### src/rtl/ppoi_pkg.sv
`timescale 1ns / 1ps

package ppoi_pkg;

    // payload widths fixed by the word formats
    localparam int VEL_W     = 16;
    localparam int RATE_W    = 21;
    localparam int DT_W      = 16;
    localparam int LOAD_W    = 32;
    localparam int OUT_POS_W = 32;
    localparam int QUAT_W    = 16;

    // opcodes
    localparam logic OP_INTEGRATE = 1'b0;
    localparam logic OP_LOAD      = 1'b1;

    // cordic, angles as a 32-bit turn fraction, results in q1.30
    localparam int TRIG_W       = 32;
    localparam int CORDIC_STEPS = 30;
    localparam int ROT_IDX_W    = $clog2(CORDIC_STEPS);
    localparam logic signed [TRIG_W-1:0] CORDIC_X0 = 32'sd652032874;

    // shared multiplier and accumulators
    localparam int MUL_A_W     = 32;
    localparam int MUL_B_W     = 18;
    localparam int PROD_W      = MUL_A_W + MUL_B_W;
    localparam int VSUM_W      = 48;
    localparam int SPLIT       = 24;
    localparam int ACC_W       = 64;
    localparam int ROUND_SHIFT = 38;
    localparam int DELTA_W     = ACC_W - ROUND_SHIFT;
    localparam int HEAD_SHIFT  = 16;

    localparam logic signed [QUAT_W:0] Q14_MAX = 17'sd16384;
    localparam logic signed [QUAT_W:0] Q14_MIN = -17'sd16384;

    // position phase steps, one per cycle
    typedef enum logic [3:0] {
        PS_VXC  = 4'd0,
        PS_VYS  = 4'd1,
        PS_VXS  = 4'd2,
        PS_VYC  = 4'd3,
        PS_XLO  = 4'd4,
        PS_XHI  = 4'd5,
        PS_YLO  = 4'd6,
        PS_YHI  = 4'd7,
        PS_YACC = 4'd8,
        PS_YPOS = 4'd9
    } pos_step_t;

    typedef struct packed {
        logic                 capture;
        logic                 load_pose;
        logic                 head_mul;
        logic                 head_add;
        logic                 rot;
        logic [ROT_IDX_W-1:0] rot_idx;
        logic                 map;
        logic                 pos;
        pos_step_t            pos_step;
        logic                 out_load;
    } ppoi_cmd_t;

    // atan(2^-i) as a 32-bit turn fraction
    function automatic logic signed [TRIG_W-1:0] cordic_atan(input logic [ROT_IDX_W-1:0] idx);
        logic signed [TRIG_W-1:0] r;
        case (idx)
            5'd0:    r = 32'sd536870912;
            5'd1:    r = 32'sd316933406;
            5'd2:    r = 32'sd167458907;
            5'd3:    r = 32'sd85004756;
            5'd4:    r = 32'sd42667331;
            5'd5:    r = 32'sd21354465;
            5'd6:    r = 32'sd10679838;
            5'd7:    r = 32'sd5340245;
            5'd8:    r = 32'sd2670163;
            5'd9:    r = 32'sd1335087;
            5'd10:   r = 32'sd667544;
            5'd11:   r = 32'sd333772;
            5'd12:   r = 32'sd166886;
            5'd13:   r = 32'sd83443;
            5'd14:   r = 32'sd41722;
            5'd15:   r = 32'sd20861;
            5'd16:   r = 32'sd10430;
            5'd17:   r = 32'sd5215;
            5'd18:   r = 32'sd2608;
            5'd19:   r = 32'sd1304;
            5'd20:   r = 32'sd652;
            5'd21:   r = 32'sd326;
            5'd22:   r = 32'sd163;
            5'd23:   r = 32'sd81;
            5'd24:   r = 32'sd41;
            5'd25:   r = 32'sd20;
            5'd26:   r = 32'sd10;
            5'd27:   r = 32'sd5;
            5'd28:   r = 32'sd3;
            5'd29:   r = 32'sd1;
            default: r = '0;
        endcase
        return r;
    endfunction

endpackage

### src/rtl/ppoi_in_if.sv
`timescale 1ns / 1ps

interface ppoi_in_if #(parameter int HEAD_W = 17);
    logic                                valid;
    logic                                ready;
    logic                                opcode;
    logic signed [ppoi_pkg::VEL_W-1:0]   lin_x;
    logic signed [ppoi_pkg::VEL_W-1:0]   lin_y;
    logic signed [ppoi_pkg::RATE_W-1:0]  ang_rate;
    logic        [ppoi_pkg::DT_W-1:0]    elapsed;
    logic signed [ppoi_pkg::LOAD_W-1:0]  load_x;
    logic signed [ppoi_pkg::LOAD_W-1:0]  load_y;
    logic        [HEAD_W-1:0]            load_heading;

    modport source (
        output valid, opcode, lin_x, lin_y, ang_rate, elapsed, load_x, load_y, load_heading,
        input  ready
    );
    modport sink (
        input  valid, opcode, lin_x, lin_y, ang_rate, elapsed, load_x, load_y, load_heading,
        output ready
    );
endinterface

### src/rtl/ppoi_out_if.sv
`timescale 1ns / 1ps

interface ppoi_out_if #(parameter int HEAD_W = 17);
    logic                                  valid;
    logic                                  ready;
    logic signed [ppoi_pkg::OUT_POS_W-1:0] pos_x;
    logic signed [ppoi_pkg::OUT_POS_W-1:0] pos_y;
    logic        [HEAD_W-1:0]              heading;
    logic signed [ppoi_pkg::QUAT_W-1:0]    quat_z;
    logic signed [ppoi_pkg::QUAT_W-1:0]    quat_w;

    modport source (
        output valid, pos_x, pos_y, heading, quat_z, quat_w,
        input  ready
    );
    modport sink (
        input  valid, pos_x, pos_y, heading, quat_z, quat_w,
        output ready
    );
endinterface

### src/rtl/planar_pose_odometry_integrator.sv
`timescale 1ns / 1ps
// velocity word: heading, cordic, map, position; done loads the result, then idle again
// the 30-step cordic loop is the longest phase; both sine/cosine lanes run side by side
// load word: pose set at the accepting edge, no result, next word taken the cycle after
// a finished result waits in the output register; the block stalls only when it is full
// reset (rst_n low, asynchronous) clears the pose to zero and drops any pending result

module planar_pose_odometry_integrator #(
    parameter int POS_WIDTH  = 32,   // internal pose width, 24 to 48
    parameter int ANGLE_BITS = 16    // heading units per turn as a power of two, 12 to 20
) (
    input  logic       clk,
    input  logic       rst_n,
    ppoi_in_if.sink    sample,   // heading fields carry ANGLE_BITS + 1 bits
    ppoi_out_if.source result
);

    ppoi_pkg::ppoi_cmd_t cmd;

    // sequencer: handshakes plus one command word per cycle
    ppoi_ctrl u_ctrl (
        .clk       (clk),
        .rst_n     (rst_n),
        .in_valid  (sample.valid),
        .opcode    (sample.opcode),
        .in_ready  (sample.ready),
        .out_ready (result.ready),
        .out_valid (result.valid),
        .cmd       (cmd)
    );

    // datapath: pose, shared multiplier, two cordic lanes, output register
    ppoi_dp #(
        .POS_WIDTH  (POS_WIDTH),
        .ANGLE_BITS (ANGLE_BITS)
    ) u_dp (
        .clk          (clk),
        .rst_n        (rst_n),
        .cmd          (cmd),
        .lin_x        (sample.lin_x),
        .lin_y        (sample.lin_y),
        .ang_rate     (sample.ang_rate),
        .elapsed      (sample.elapsed),
        .load_x       (sample.load_x),
        .load_y       (sample.load_y),
        .load_heading (sample.load_heading),
        .pos_x        (result.pos_x),
        .pos_y        (result.pos_y),
        .heading      (result.heading),
        .quat_z       (result.quat_z),
        .quat_w       (result.quat_w)
    );

endmodule

### src/rtl/ppoi_ctrl.sv
`timescale 1ns / 1ps

module ppoi_ctrl (
    input  logic                clk,
    input  logic                rst_n,
    input  logic                in_valid,
    input  logic                opcode,
    output logic                in_ready,
    input  logic                out_ready,
    output logic                out_valid,
    output ppoi_pkg::ppoi_cmd_t cmd
);

    typedef enum logic [6:0] {
        S_IDLE = 7'b0000001,
        S_HMUL = 7'b0000010,
        S_HADD = 7'b0000100,
        S_ROT  = 7'b0001000,
        S_MAP  = 7'b0010000,
        S_POS  = 7'b0100000,
        S_DONE = 7'b1000000
    } state_t;

    state_t                         state_reg, state_next;
    logic [ppoi_pkg::ROT_IDX_W-1:0] cnt_reg, cnt_next;
    ppoi_pkg::pos_step_t            step_reg, step_next;
    logic                           out_valid_reg, out_valid_next;
    logic                           accept;

    assign in_ready  = (state_reg == S_IDLE);
    assign out_valid = out_valid_reg;
    assign accept    = in_valid && in_ready;

    always_comb
    begin
        state_next     = state_reg;
        cnt_next       = cnt_reg;
        step_next      = step_reg;
        out_valid_next = out_valid_reg && !out_ready;
        cmd            = '0;
        cmd.rot_idx    = cnt_reg;
        cmd.pos_step   = step_reg;
        case (state_reg)
            S_IDLE:
            begin
                if (accept && (opcode == ppoi_pkg::OP_LOAD))
                begin
                    cmd.load_pose = 1'b1;
                end
                else if (accept)
                begin
                    cmd.capture = 1'b1;
                    state_next  = S_HMUL;
                end
            end
            S_HMUL:
            begin
                cmd.head_mul = 1'b1;
                state_next   = S_HADD;
            end
            S_HADD:
            begin
                cmd.head_add = 1'b1;
                cnt_next     = '0;
                state_next   = S_ROT;
            end
            S_ROT:
            begin
                cmd.rot = 1'b1;
                if (cnt_reg == ppoi_pkg::ROT_IDX_W'(ppoi_pkg::CORDIC_STEPS - 1))
                begin
                    state_next = S_MAP;
                end
                else
                begin
                    cnt_next = cnt_reg + 1'b1;
                end
            end
            S_MAP:
            begin
                cmd.map    = 1'b1;
                step_next  = ppoi_pkg::PS_VXC;
                state_next = S_POS;
            end
            S_POS:
            begin
                cmd.pos = 1'b1;
                if (step_reg == ppoi_pkg::PS_YPOS)
                begin
                    state_next = S_DONE;
                end
                else
                begin
                    step_next = ppoi_pkg::pos_step_t'(4'(step_reg) + 4'd1);
                end
            end
            S_DONE:
            begin
                // wait until the output register is free
                if (!out_valid_reg || out_ready)
                begin
                    cmd.out_load   = 1'b1;
                    out_valid_next = 1'b1;
                    state_next     = S_IDLE;
                end
            end
            default:
            begin
                state_next = S_IDLE;
            end
        endcase
    end

    always_ff @(posedge clk or negedge rst_n)
    begin
        if (!rst_n)
        begin
            state_reg     <= S_IDLE;
            cnt_reg       <= '0;
            step_reg      <= ppoi_pkg::PS_VXC;
            out_valid_reg <= 1'b0;
        end
        else
        begin
            state_reg     <= state_next;
            cnt_reg       <= cnt_next;
            step_reg      <= step_next;
            out_valid_reg <= out_valid_next;
        end
    end

endmodule

### src/rtl/ppoi_dp.sv
`timescale 1ns / 1ps

module ppoi_dp #(
    parameter int POS_WIDTH  = 32,
    parameter int ANGLE_BITS = 16
) (
    input  logic                                  clk,
    input  logic                                  rst_n,
    input  ppoi_pkg::ppoi_cmd_t                   cmd,
    input  logic signed [ppoi_pkg::VEL_W-1:0]     lin_x,
    input  logic signed [ppoi_pkg::VEL_W-1:0]     lin_y,
    input  logic signed [ppoi_pkg::RATE_W-1:0]    ang_rate,
    input  logic        [ppoi_pkg::DT_W-1:0]      elapsed,
    input  logic signed [ppoi_pkg::LOAD_W-1:0]    load_x,
    input  logic signed [ppoi_pkg::LOAD_W-1:0]    load_y,
    input  logic        [ANGLE_BITS:0]            load_heading,
    output logic signed [ppoi_pkg::OUT_POS_W-1:0] pos_x,
    output logic signed [ppoi_pkg::OUT_POS_W-1:0] pos_y,
    output logic        [ANGLE_BITS:0]            heading,
    output logic signed [ppoi_pkg::QUAT_W-1:0]    quat_z,
    output logic signed [ppoi_pkg::QUAT_W-1:0]    quat_w
);

    localparam int HW    = ANGLE_BITS + 1;
    localparam int TW    = ppoi_pkg::TRIG_W;
    localparam int AW    = ppoi_pkg::MUL_A_W;
    localparam int BW    = ppoi_pkg::MUL_B_W;
    localparam int PW    = ppoi_pkg::PROD_W;
    localparam int VW    = ppoi_pkg::VSUM_W;
    localparam int SP    = ppoi_pkg::SPLIT;
    localparam int CW    = ppoi_pkg::ACC_W;
    localparam int DW    = ppoi_pkg::DELTA_W;
    localparam int SUM_W = ((POS_WIDTH > ppoi_pkg::OUT_POS_W) ? POS_WIDTH
                                                               : ppoi_pkg::OUT_POS_W) + 1;
    localparam logic signed [SUM_W-1:0] POS_MAX =
        {{(SUM_W - POS_WIDTH + 1){1'b0}}, {(POS_WIDTH - 1){1'b1}}};
    localparam logic signed [SUM_W-1:0] POS_MIN = ~POS_MAX;
    localparam logic signed [CW-1:0] POS_HALF = CW'(1) <<< (ppoi_pkg::ROUND_SHIFT - 1);
    localparam logic signed [PW-1:0] HEAD_HALF = PW'(1) <<< (ppoi_pkg::HEAD_SHIFT - 1);

    // pose
    logic signed [POS_WIDTH-1:0] pose_x_reg, pose_y_reg;
    logic        [HW-1:0]        pose_head_reg;

    // captured sample
    logic signed [ppoi_pkg::VEL_W-1:0]  vx_reg, vy_reg;
    logic signed [ppoi_pkg::RATE_W-1:0] rate_reg;
    logic        [ppoi_pkg::DT_W-1:0]   dt_reg;

    // multiplier and sums
    logic signed [AW-1:0] mul_a;
    logic signed [BW-1:0] mul_b;
    logic signed [PW-1:0] product, prod_reg;
    logic signed [CW-1:0] prod_ext;
    logic signed [VW-1:0] vsx_reg, vsy_reg;
    logic signed [CW-1:0] pacc_reg;

    // cordic lanes: lane 0 old heading, lane 1 half of new heading
    logic signed [TW-1:0] cx_reg [2];
    logic signed [TW-1:0] cy_reg [2];
    logic signed [TW-1:0] cz_reg [2];
    logic        [1:0]    quad_reg [2];
    logic signed [TW-1:0] cx_step [2];
    logic signed [TW-1:0] cy_step [2];
    logic signed [TW-1:0] cz_step [2];
    logic        [TW-1:0] angle [2];
    logic signed [TW-1:0] c_map [2];
    logic signed [TW-1:0] s_map [2];
    logic signed [TW-1:0] cos_reg [2];
    logic signed [TW-1:0] sin_reg [2];
    logic signed [TW-1:0] atan_val;

    logic signed [PW-1:0]    head_sum;
    logic        [HW-1:0]    head_new;
    logic signed [CW-1:0]    rnd_sum;
    logic signed [DW-1:0]    delta;
    logic signed [POS_WIDTH-1:0] pos_base;
    logic signed [SUM_W-1:0] pos_sum;
    logic        [POS_WIDTH-1:0] pos_upd;
    logic signed [SUM_W-1:0] pose_x_ext, pose_y_ext;

    function automatic logic [POS_WIDTH-1:0] sat_pos(input logic signed [SUM_W-1:0] v);
        logic [POS_WIDTH-1:0] r;
        if (v > POS_MAX)
            r = POS_MAX[POS_WIDTH-1:0];
        else if (v < POS_MIN)
            r = POS_MIN[POS_WIDTH-1:0];
        else
            r = v[POS_WIDTH-1:0];
        return r;
    endfunction

    function automatic logic signed [ppoi_pkg::QUAT_W-1:0] to_q14(
        input logic signed [TW-1:0] v
    );
        logic signed [TW:0]               t;
        logic signed [ppoi_pkg::QUAT_W:0] q;
        t = {v[TW-1], v} + (TW + 1)'(32768);
        q = t[TW:ppoi_pkg::HEAD_SHIFT];
        if (q > ppoi_pkg::Q14_MAX)
            q = ppoi_pkg::Q14_MAX;
        else if (q < ppoi_pkg::Q14_MIN)
            q = ppoi_pkg::Q14_MIN;
        return q[ppoi_pkg::QUAT_W-1:0];
    endfunction

    // heading step from rate * dt, rounded half up
    assign head_sum = prod_reg + HEAD_HALF;
    assign head_new = pose_head_reg + head_sum[ppoi_pkg::HEAD_SHIFT +: HW];

    assign angle[0] = {pose_head_reg[ANGLE_BITS-1:0], {(TW - ANGLE_BITS){1'b0}}};
    assign angle[1] = {head_new, {(TW - 1 - ANGLE_BITS){1'b0}}};

    assign atan_val = ppoi_pkg::cordic_atan(cmd.rot_idx);

    always_comb
    begin
        for (int l = 0; l < 2; l++)
        begin
            if (!cz_reg[l][TW-1])
            begin
                cx_step[l] = cx_reg[l] - (cy_reg[l] >>> cmd.rot_idx);
                cy_step[l] = cy_reg[l] + (cx_reg[l] >>> cmd.rot_idx);
                cz_step[l] = cz_reg[l] - atan_val;
            end
            else
            begin
                cx_step[l] = cx_reg[l] + (cy_reg[l] >>> cmd.rot_idx);
                cy_step[l] = cy_reg[l] - (cx_reg[l] >>> cmd.rot_idx);
                cz_step[l] = cz_reg[l] + atan_val;
            end
            case (quad_reg[l])
                2'd0:
                begin
                    c_map[l] = cx_reg[l];
                    s_map[l] = cy_reg[l];
                end
                2'd1:
                begin
                    c_map[l] = -cy_reg[l];
                    s_map[l] = cx_reg[l];
                end
                2'd2:
                begin
                    c_map[l] = -cx_reg[l];
                    s_map[l] = -cy_reg[l];
                end
                default:
                begin
                    c_map[l] = cy_reg[l];
                    s_map[l] = -cx_reg[l];
                end
            endcase
        end
    end

    // operand select for the shared multiplier
    always_comb
    begin
        mul_a = '0;
        mul_b = '0;
        if (cmd.head_mul)
        begin
            mul_a = {{(AW - ppoi_pkg::RATE_W){rate_reg[ppoi_pkg::RATE_W-1]}}, rate_reg};
            mul_b = {{(BW - ppoi_pkg::DT_W){1'b0}}, dt_reg};
        end
        else if (cmd.pos)
        begin
            case (cmd.pos_step)
                ppoi_pkg::PS_VXC:
                begin
                    mul_a = cos_reg[0];
                    mul_b = {{(BW - ppoi_pkg::VEL_W){vx_reg[ppoi_pkg::VEL_W-1]}}, vx_reg};
                end
                ppoi_pkg::PS_VYS:
                begin
                    mul_a = sin_reg[0];
                    mul_b = {{(BW - ppoi_pkg::VEL_W){vy_reg[ppoi_pkg::VEL_W-1]}}, vy_reg};
                end
                ppoi_pkg::PS_VXS:
                begin
                    mul_a = sin_reg[0];
                    mul_b = {{(BW - ppoi_pkg::VEL_W){vx_reg[ppoi_pkg::VEL_W-1]}}, vx_reg};
                end
                ppoi_pkg::PS_VYC:
                begin
                    mul_a = cos_reg[0];
                    mul_b = {{(BW - ppoi_pkg::VEL_W){vy_reg[ppoi_pkg::VEL_W-1]}}, vy_reg};
                end
                ppoi_pkg::PS_XLO:
                begin
                    mul_a = {{(AW - SP){1'b0}}, vsx_reg[SP-1:0]};
                    mul_b = {{(BW - ppoi_pkg::DT_W){1'b0}}, dt_reg};
                end
                ppoi_pkg::PS_XHI:
                begin
                    mul_a = {{(AW - (VW - SP)){vsx_reg[VW-1]}}, vsx_reg[VW-1:SP]};
                    mul_b = {{(BW - ppoi_pkg::DT_W){1'b0}}, dt_reg};
                end
                ppoi_pkg::PS_YLO:
                begin
                    mul_a = {{(AW - SP){1'b0}}, vsy_reg[SP-1:0]};
                    mul_b = {{(BW - ppoi_pkg::DT_W){1'b0}}, dt_reg};
                end
                ppoi_pkg::PS_YHI:
                begin
                    mul_a = {{(AW - (VW - SP)){vsy_reg[VW-1]}}, vsy_reg[VW-1:SP]};
                    mul_b = {{(BW - ppoi_pkg::DT_W){1'b0}}, dt_reg};
                end
                default:
                begin
                    mul_a = '0;
                    mul_b = '0;
                end
            endcase
        end
    end

    assign product  = mul_a * mul_b;
    assign prod_ext = {{(CW - PW){prod_reg[PW-1]}}, prod_reg};

    // position delta, q16.16 rounded half up, then saturating add
    assign rnd_sum  = pacc_reg + POS_HALF;
    assign delta    = rnd_sum[CW-1:ppoi_pkg::ROUND_SHIFT];
    assign pos_base = (cmd.pos_step == ppoi_pkg::PS_YPOS) ? pose_y_reg : pose_x_reg;
    assign pos_sum  = {{(SUM_W - POS_WIDTH){pos_base[POS_WIDTH-1]}}, pos_base}
                    + {{(SUM_W - DW){delta[DW-1]}}, delta};
    assign pos_upd  = sat_pos(pos_sum);

    assign pose_x_ext = {{(SUM_W - POS_WIDTH){pose_x_reg[POS_WIDTH-1]}}, pose_x_reg};
    assign pose_y_ext = {{(SUM_W - POS_WIDTH){pose_y_reg[POS_WIDTH-1]}}, pose_y_reg};

    always_ff @(posedge clk or negedge rst_n)
    begin
        if (!rst_n)
        begin
            pose_x_reg    <= '0;
            pose_y_reg    <= '0;
            pose_head_reg <= '0;
        end
        else
        begin
            if (cmd.load_pose)
            begin
                pose_x_reg    <= sat_pos({{(SUM_W - ppoi_pkg::LOAD_W){load_x[ppoi_pkg::LOAD_W-1]}},
                                          load_x});
                pose_y_reg    <= sat_pos({{(SUM_W - ppoi_pkg::LOAD_W){load_y[ppoi_pkg::LOAD_W-1]}},
                                          load_y});
                pose_head_reg <= load_heading;
            end
            if (cmd.head_add)
            begin
                pose_head_reg <= head_new;
            end
            if (cmd.pos && (cmd.pos_step == ppoi_pkg::PS_YHI))
            begin
                pose_x_reg <= pos_upd;
            end
            if (cmd.pos && (cmd.pos_step == ppoi_pkg::PS_YPOS))
            begin
                pose_y_reg <= pos_upd;
            end
        end
    end

    always_ff @(posedge clk)
    begin
        prod_reg <= product;
        if (cmd.capture)
        begin
            vx_reg   <= lin_x;
            vy_reg   <= lin_y;
            rate_reg <= ang_rate;
            dt_reg   <= elapsed;
        end
        for (int l = 0; l < 2; l++)
        begin
            if (cmd.head_add)
            begin
                cx_reg[l]   <= ppoi_pkg::CORDIC_X0;
                cy_reg[l]   <= '0;
                cz_reg[l]   <= {2'b00, angle[l][TW-3:0]};
                quad_reg[l] <= angle[l][TW-1:TW-2];
            end
            else if (cmd.rot)
            begin
                cx_reg[l] <= cx_step[l];
                cy_reg[l] <= cy_step[l];
                cz_reg[l] <= cz_step[l];
            end
            if (cmd.map)
            begin
                cos_reg[l] <= c_map[l];
                sin_reg[l] <= s_map[l];
            end
        end
        if (cmd.pos)
        begin
            case (cmd.pos_step)
                ppoi_pkg::PS_VYS:  vsx_reg  <= prod_reg[VW-1:0];
                ppoi_pkg::PS_VXS:  vsx_reg  <= vsx_reg - prod_reg[VW-1:0];
                ppoi_pkg::PS_VYC:  vsy_reg  <= prod_reg[VW-1:0];
                ppoi_pkg::PS_XLO:  vsy_reg  <= vsy_reg + prod_reg[VW-1:0];
                ppoi_pkg::PS_XHI:  pacc_reg <= prod_ext;
                ppoi_pkg::PS_YLO:  pacc_reg <= pacc_reg + (prod_ext <<< SP);
                ppoi_pkg::PS_YHI:  pacc_reg <= prod_ext;
                ppoi_pkg::PS_YACC: pacc_reg <= pacc_reg + (prod_ext <<< SP);
                default:
                begin
                end
            endcase
        end
        if (cmd.out_load)
        begin
            pos_x   <= pose_x_ext[ppoi_pkg::OUT_POS_W-1:0];
            pos_y   <= pose_y_ext[ppoi_pkg::OUT_POS_W-1:0];
            heading <= pose_head_reg;
            quat_z  <= to_q14(sin_reg[1]);
            quat_w  <= to_q14(cos_reg[1]);
        end
    end

endmodule

### src/flat_wrapper.sv
// flat-port wrapper written by rule: the top's interface ports become plain ports
module planar_pose_odometry_integrator_flat 
#(
    parameter int POS_WIDTH  = 32,                                   
    parameter int ANGLE_BITS = 16                                                         
)
  (clk, rst_n, sample_valid, sample_opcode, sample_lin_x, sample_lin_y, sample_ang_rate, sample_elapsed, sample_load_x, sample_load_y, sample_load_heading, sample_ready, result_valid, result_pos_x, result_pos_y, result_heading, result_quat_z, result_quat_w, result_ready);
  ppoi_in_if #(.HEAD_W((ANGLE_BITS + 1))) sample_i ();
  ppoi_out_if #(.HEAD_W((ANGLE_BITS + 1))) result_i ();
  input  logic clk;
  input  logic rst_n;
  input wire logic [$bits(sample_i.valid)-1:0] sample_valid;
  input wire logic [$bits(sample_i.opcode)-1:0] sample_opcode;
  input wire logic [$bits(sample_i.lin_x)-1:0] sample_lin_x;
  input wire logic [$bits(sample_i.lin_y)-1:0] sample_lin_y;
  input wire logic [$bits(sample_i.ang_rate)-1:0] sample_ang_rate;
  input wire logic [$bits(sample_i.elapsed)-1:0] sample_elapsed;
  input wire logic [$bits(sample_i.load_x)-1:0] sample_load_x;
  input wire logic [$bits(sample_i.load_y)-1:0] sample_load_y;
  input wire logic [$bits(sample_i.load_heading)-1:0] sample_load_heading;
  output wire logic [$bits(sample_i.ready)-1:0] sample_ready;
  output wire logic [$bits(result_i.valid)-1:0] result_valid;
  output wire logic [$bits(result_i.pos_x)-1:0] result_pos_x;
  output wire logic [$bits(result_i.pos_y)-1:0] result_pos_y;
  output wire logic [$bits(result_i.heading)-1:0] result_heading;
  output wire logic [$bits(result_i.quat_z)-1:0] result_quat_z;
  output wire logic [$bits(result_i.quat_w)-1:0] result_quat_w;
  input wire logic [$bits(result_i.ready)-1:0] result_ready;
  assign sample_i.valid = sample_valid;
  assign sample_i.opcode = sample_opcode;
  assign sample_i.lin_x = sample_lin_x;
  assign sample_i.lin_y = sample_lin_y;
  assign sample_i.ang_rate = sample_ang_rate;
  assign sample_i.elapsed = sample_elapsed;
  assign sample_i.load_x = sample_load_x;
  assign sample_i.load_y = sample_load_y;
  assign sample_i.load_heading = sample_load_heading;
  assign sample_ready = sample_i.ready;
  assign result_valid = result_i.valid;
  assign result_pos_x = result_i.pos_x;
  assign result_pos_y = result_i.pos_y;
  assign result_heading = result_i.heading;
  assign result_quat_z = result_i.quat_z;
  assign result_quat_w = result_i.quat_w;
  assign result_i.ready = result_ready;
  planar_pose_odometry_integrator #(.POS_WIDTH(POS_WIDTH), .ANGLE_BITS(ANGLE_BITS)) u_core (.clk(clk), .rst_n(rst_n), .sample(sample_i), .result(result_i));
endmodule
### config.mk
export PLATFORM = sky130hd
export DESIGN_NAME = planar_pose_odometry_integrator_flat
export DESIGN_NICKNAME = d
export VERILOG_FILES = /design/src/rtl/ppoi_pkg.sv /design/src/rtl/ppoi_in_if.sv /design/src/rtl/ppoi_out_if.sv /design/src/rtl/planar_pose_odometry_integrator.sv /design/src/rtl/ppoi_ctrl.sv /design/src/rtl/ppoi_dp.sv /design/src/flat_wrapper.sv
export SDC_FILE = /design/constraint.sdc
export NUM_CORES = 2
export LEC_CHECK = 0
export ABC_AREA = 1
export BUFFER_PORTS_ARGS = -buffer_cell sky130_fd_sc_hd__buf_4
export CAP_MARGIN = 20
export CORE_MARGIN = 4
export CORE_UTILIZATION = 45
export CTS_CLUSTER_DIAMETER = 150
export CTS_CLUSTER_SIZE = 24
export DETAILED_ROUTE_END_ITERATION = 10
export GPL_TIMING_DRIVEN = 0
export PLACE_DENSITY = 0.58
export SLEW_MARGIN = 20
export SYNTH_ARGS = -nofsm -noshare
export SYNTH_HDL_FRONTEND = slang
export SYNTH_HIERARCHICAL = 1
export SYNTH_SLANG_ARGS = --single-unit
export TNS_END_PERCENT = 10
### constraint.sdc
create_clock -name clk -period 10.67 [get_ports clk]
set_clock_uncertainty 0.2 [all_clocks]
set_input_delay 1.067 -clock clk [delete_from_list [all_inputs] [get_ports clk]]
set_output_delay 1.067 -clock clk [all_outputs]
set_load 0.005 [all_outputs]
==> run summary <==
Status
- run status: finished clean

Synth
- sequential cell area fraction in the yosys report: 24.9%
- number of synthesized flops with an enable pin: 612
- total nets after synthesis: 13500
- fraction of registers with async set or reset after synthesis: 12.9%
- Synth Flop Type: sky130_fd_sc_hd__edfxtp_1
- flip-flop and latch count after synthesis: 760
- cell area after synthesis: 87700 sq um
- number of warnings printed during yosys synthesis: 6
- post-synthesis instance total: 12300
- average size of a mapped cell: 7.16 sq um
- distinct cell type count after synthesis: 77

Worst setup path
- cell type group with the largest total delay on the critical path: adder cells
- WP data required: 11.00 ns
- critical path's slowest cell: sky130_fd_sc_hd__nand2_1
- sum of buffers and inverters on the critical path: 10
- CP max stage delay: 0.59 ns
- crit path max fanout: 10
- endpoint arrival time on the critical path: 10.74 ns
- start-to-end type of the worst setup path: reg -> reg
- startpoint type of the worst setup path: flip-flop
- crit end category: flip-flop

Routing
- routed vias: 89700
- Detailed Routing Iterations Pass 1: 8
- Wirelength per Cell: 26.0 um
- ANT nets after route: 0
- via density per instance: 5.91
- violation count after the first detailed-route iteration: 9993
- sum of routed wire length over all layers: 395 mm
- DR DRC count: 0

Floorplanning
- DIE AREA: 202000 sq um
- DIE HEIGHT: 449 um
- initial core utilization: 45.4%
- row count: 161
- number of primary I/O pins: 270
- core region area: 193000 sq um
- horizontal die dimension: 449 um

Layout
- fill cell instance count of the final layout: 19700
- Net count, final: 13800
- Register Area: 21800 sq um
- layout cell share with drive strength beyond 1: 5.96%
- final std cells w/o fill: 15200
- post-layout instance area: 95000 sq um
- area used by multi-input combinational logic: 57000 sq um
- area added between synthesis and finish: 8.34%

CTS
- hold buffer count at CTS: 0
- H-Tree Level Count: 2
- cts bufs inserted: 40
- total number of clock tree sinks: 760
- CTS tree: done
- clock insertion delay at the later pin of the skew report: 0.71 ns
- Reg clk slew, reported paths: 0.12 ns
- CTS Buffer Depth: 3
- Clock Root Buffer: sky130_fd_sc_hd__clkbuf_16

Timing
- unrepaired setup endpoints after global routing: false
- final critical path time including I/O delays and setup: 10.41 ns
- worst-case setup margin in the final layout: 0.260 ns
- worst-case headroom to the max-slew limit: 15.6%
- period utilization: 97.6%
- worst hold margin: 0.0442 ns
- hold violation count in the final report: 0
- Setup-failing EPs final: 0
- f_max: 0.0961 GHz
- max-slew violation total from the final report: 0
- actual transition at the worst max-transition pin: 1.27 ns

Global route
- maximum number of pins on one net before global-route repair: 99
- number of global-route vias before repair: 87100
- gr ovfl total: 0
- global-route wire length before repair: 574 mm
- Tot GR Track Use: 37.9%
- antenna violations before repair: 19

Placement
- Worst Setup Slack post-DPL: -0.299 ns
- routability-driven placement congestion ratio: 1.08
- estimated wirelength of the detail-placed design: 325 mm
- placed cells: 15100
- number of port buffers: 269
- post-placement cell area: 93600 sq um

Power
- maximum vdd drop: 207 uV
- total power per unit cell area: 229 nW/um^2
- cell leakage power: 44.0 nW

Hold path
- Hold/Removal Path Class: in -> async

Flow run
- max_cap viols: 0

layout make-up:
class                           count  share of cell area, %
Multi-Input combinational cell   9184                   60.0
Sequential cell                   760                   23.0
Inverter                         1911                   7.58
Tap cell                         2526                   3.33
Timing Repair Buffer              304                   2.79
Buffer                            400                   1.98
Clock buffer                       64                   1.18
Clock inverter                     10                  0.122
Antenna cell                        9                 0.0237
repair_timing:
item / 4_1_cts / 5_1_grt
setup endpoints to repair: 4 / 11
pin swaps: 0 / 1
cloned: 0 / 0
resized for setup: 3 / 32
buffers inserted: 0 / 0
cell families (layout without fill, tap and decap cells):
logic type	count (synthesis)	count (layout)	synth area share, %
AO/OA/AOI/OAI	2105	2105	13.9
XOR/XNOR	397	397	3.96
adder cells (fa/ha/maj)	1071	1071	20.1
buffers and inverters	2311	2689	10.3
flip-flops	760	760	24.9
other	0	9	0
AND/OR/NAND/NOR	5611	5611	26.8
cells in the mapped netlist (all sizes together) (19+ instances only):
library cell,number,area (sq um)
a21boi,29,218
a21o,44,330
a21oi,716,3590
a221oi,38,333
a22o,55,482
a31oi,101,632
buf,188,1060
clkbuf,212,796
dfrtp,97,2430
dfxtp,50,1000
edfxtp,612,18400
fa,564,11300
ha,507,6340
inv,1894,7120
nand2,3046,11500
nand3,1052,5330
nand3b,19,143
nand4,96,601
nor2,1183,4630
nor3,96,495
nor4,33,213
o2111ai,43,377
o211ai,21,158
o21a,93,698
o21ai,787,3970
o21bai,30,225
o221ai,30,263
o22ai,25,156
o31ai,30,230
or2,66,413
xnor2,129,1130
xor2,268,2350
power by group:
| group | switching (mW) | total [mW] | internal, mW |
|---|---|---|---|
| combinational | 10.5 | 15.0 | 4.50 |
| clock | 1.12 | 1.87 | 0.753 |
| sequential | 0.864 | 4.83 | 3.96 |
routing by layer:
metal | vias to the layer above | track usage, % | part of all wire [%]
met4 | 10 | 23.3 | 7.6
li1 | 40800 | - | -
met5 | - | 0 | 0.018
met1 | 43200 | 48.2 | 39
met3 | 1004 | 7.53 | 9.5
met2 | 4692 | 59.6 | 44
path summary, 6_finish.rpt:
| path | endpoint | slack [ns] | cells after the start | from |
|---|---|---|---|---|
| worst min register to register | u_core/u_dp/pos_x[29] | 0.25 | 0 | u_core/u_dp/pose_x_reg[29] |
| worst max register to register | u_core/u_dp/prod_reg[43] | 0.26 | 35 | u_core/u_ctrl/state_reg[6] |
| min in group clk | u_core/u_dp/pos_x[29] | 0.25 | 0 | u_core/u_dp/pose_x_reg[29] |
| worst max-delay path | u_core/u_dp/prod_reg[43] | 0.26 | 35 | u_core/u_ctrl/state_reg[6] |
| max in group asynchronous | u_core/u_ctrl/state_reg[0] | 9.44 | 2 | rst_n |
| worst min-delay path | u_core/u_dp/pose_y_reg[15] | 0.04 | 1 | rst_n |
stage by stage:
step,util [%],total power [mW],setup TNS (ns)
after floorplan,-,14.4,0
after global placement,48.1,19.2,-0.161
after detailed placement,48.5,19.4,-0.414
after CTS,49.1,21.3,0
after global routing,49.2,23.3,0
final,49.2,21.7,0
layout by cell type (no fill, tap or decap), types with 31 or more instances in the layout:
cell	n
sky130_fd_sc_hd__buf_4	280
sky130_fd_sc_hd__clkbuf_16	41
sky130_fd_sc_hd__buf_6	31
sky130_fd_sc_hd__nand2_1	3007
sky130_fd_sc_hd__a22o_1	55
sky130_fd_sc_hd__dfrtp_1	97
sky130_fd_sc_hd__fa_1	564
sky130_fd_sc_hd__nand4_1	96
sky130_fd_sc_hd__o21ai_1	45
sky130_fd_sc_hd__o21ai_0	734
sky130_fd_sc_hd__nand2_2	34
sky130_fd_sc_hd__nor3_1	92
sky130_fd_sc_hd__o2111ai_1	43
sky130_fd_sc_hd__clkbuf_1	215
sky130_fd_sc_hd__xnor2_1	129
sky130_fd_sc_hd__inv_1	1863
sky130_fd_sc_hd__nand3_1	1040
sky130_fd_sc_hd__a21o_1	44
sky130_fd_sc_hd__ha_1	507
sky130_fd_sc_hd__buf_1	49
sky130_fd_sc_hd__o21a_1	93
sky130_fd_sc_hd__nor4_1	32
sky130_fd_sc_hd__a21oi_1	710
sky130_fd_sc_hd__buf_2	109
sky130_fd_sc_hd__or2_2	64
sky130_fd_sc_hd__a221oi_1	34
sky130_fd_sc_hd__xor2_1	268
sky130_fd_sc_hd__a31oi_1	101
sky130_fd_sc_hd__dfxtp_1	50
sky130_fd_sc_hd__nor2_1	1134
sky130_fd_sc_hd__edfxtp_1	612
(Power assumes the default switching activity.)
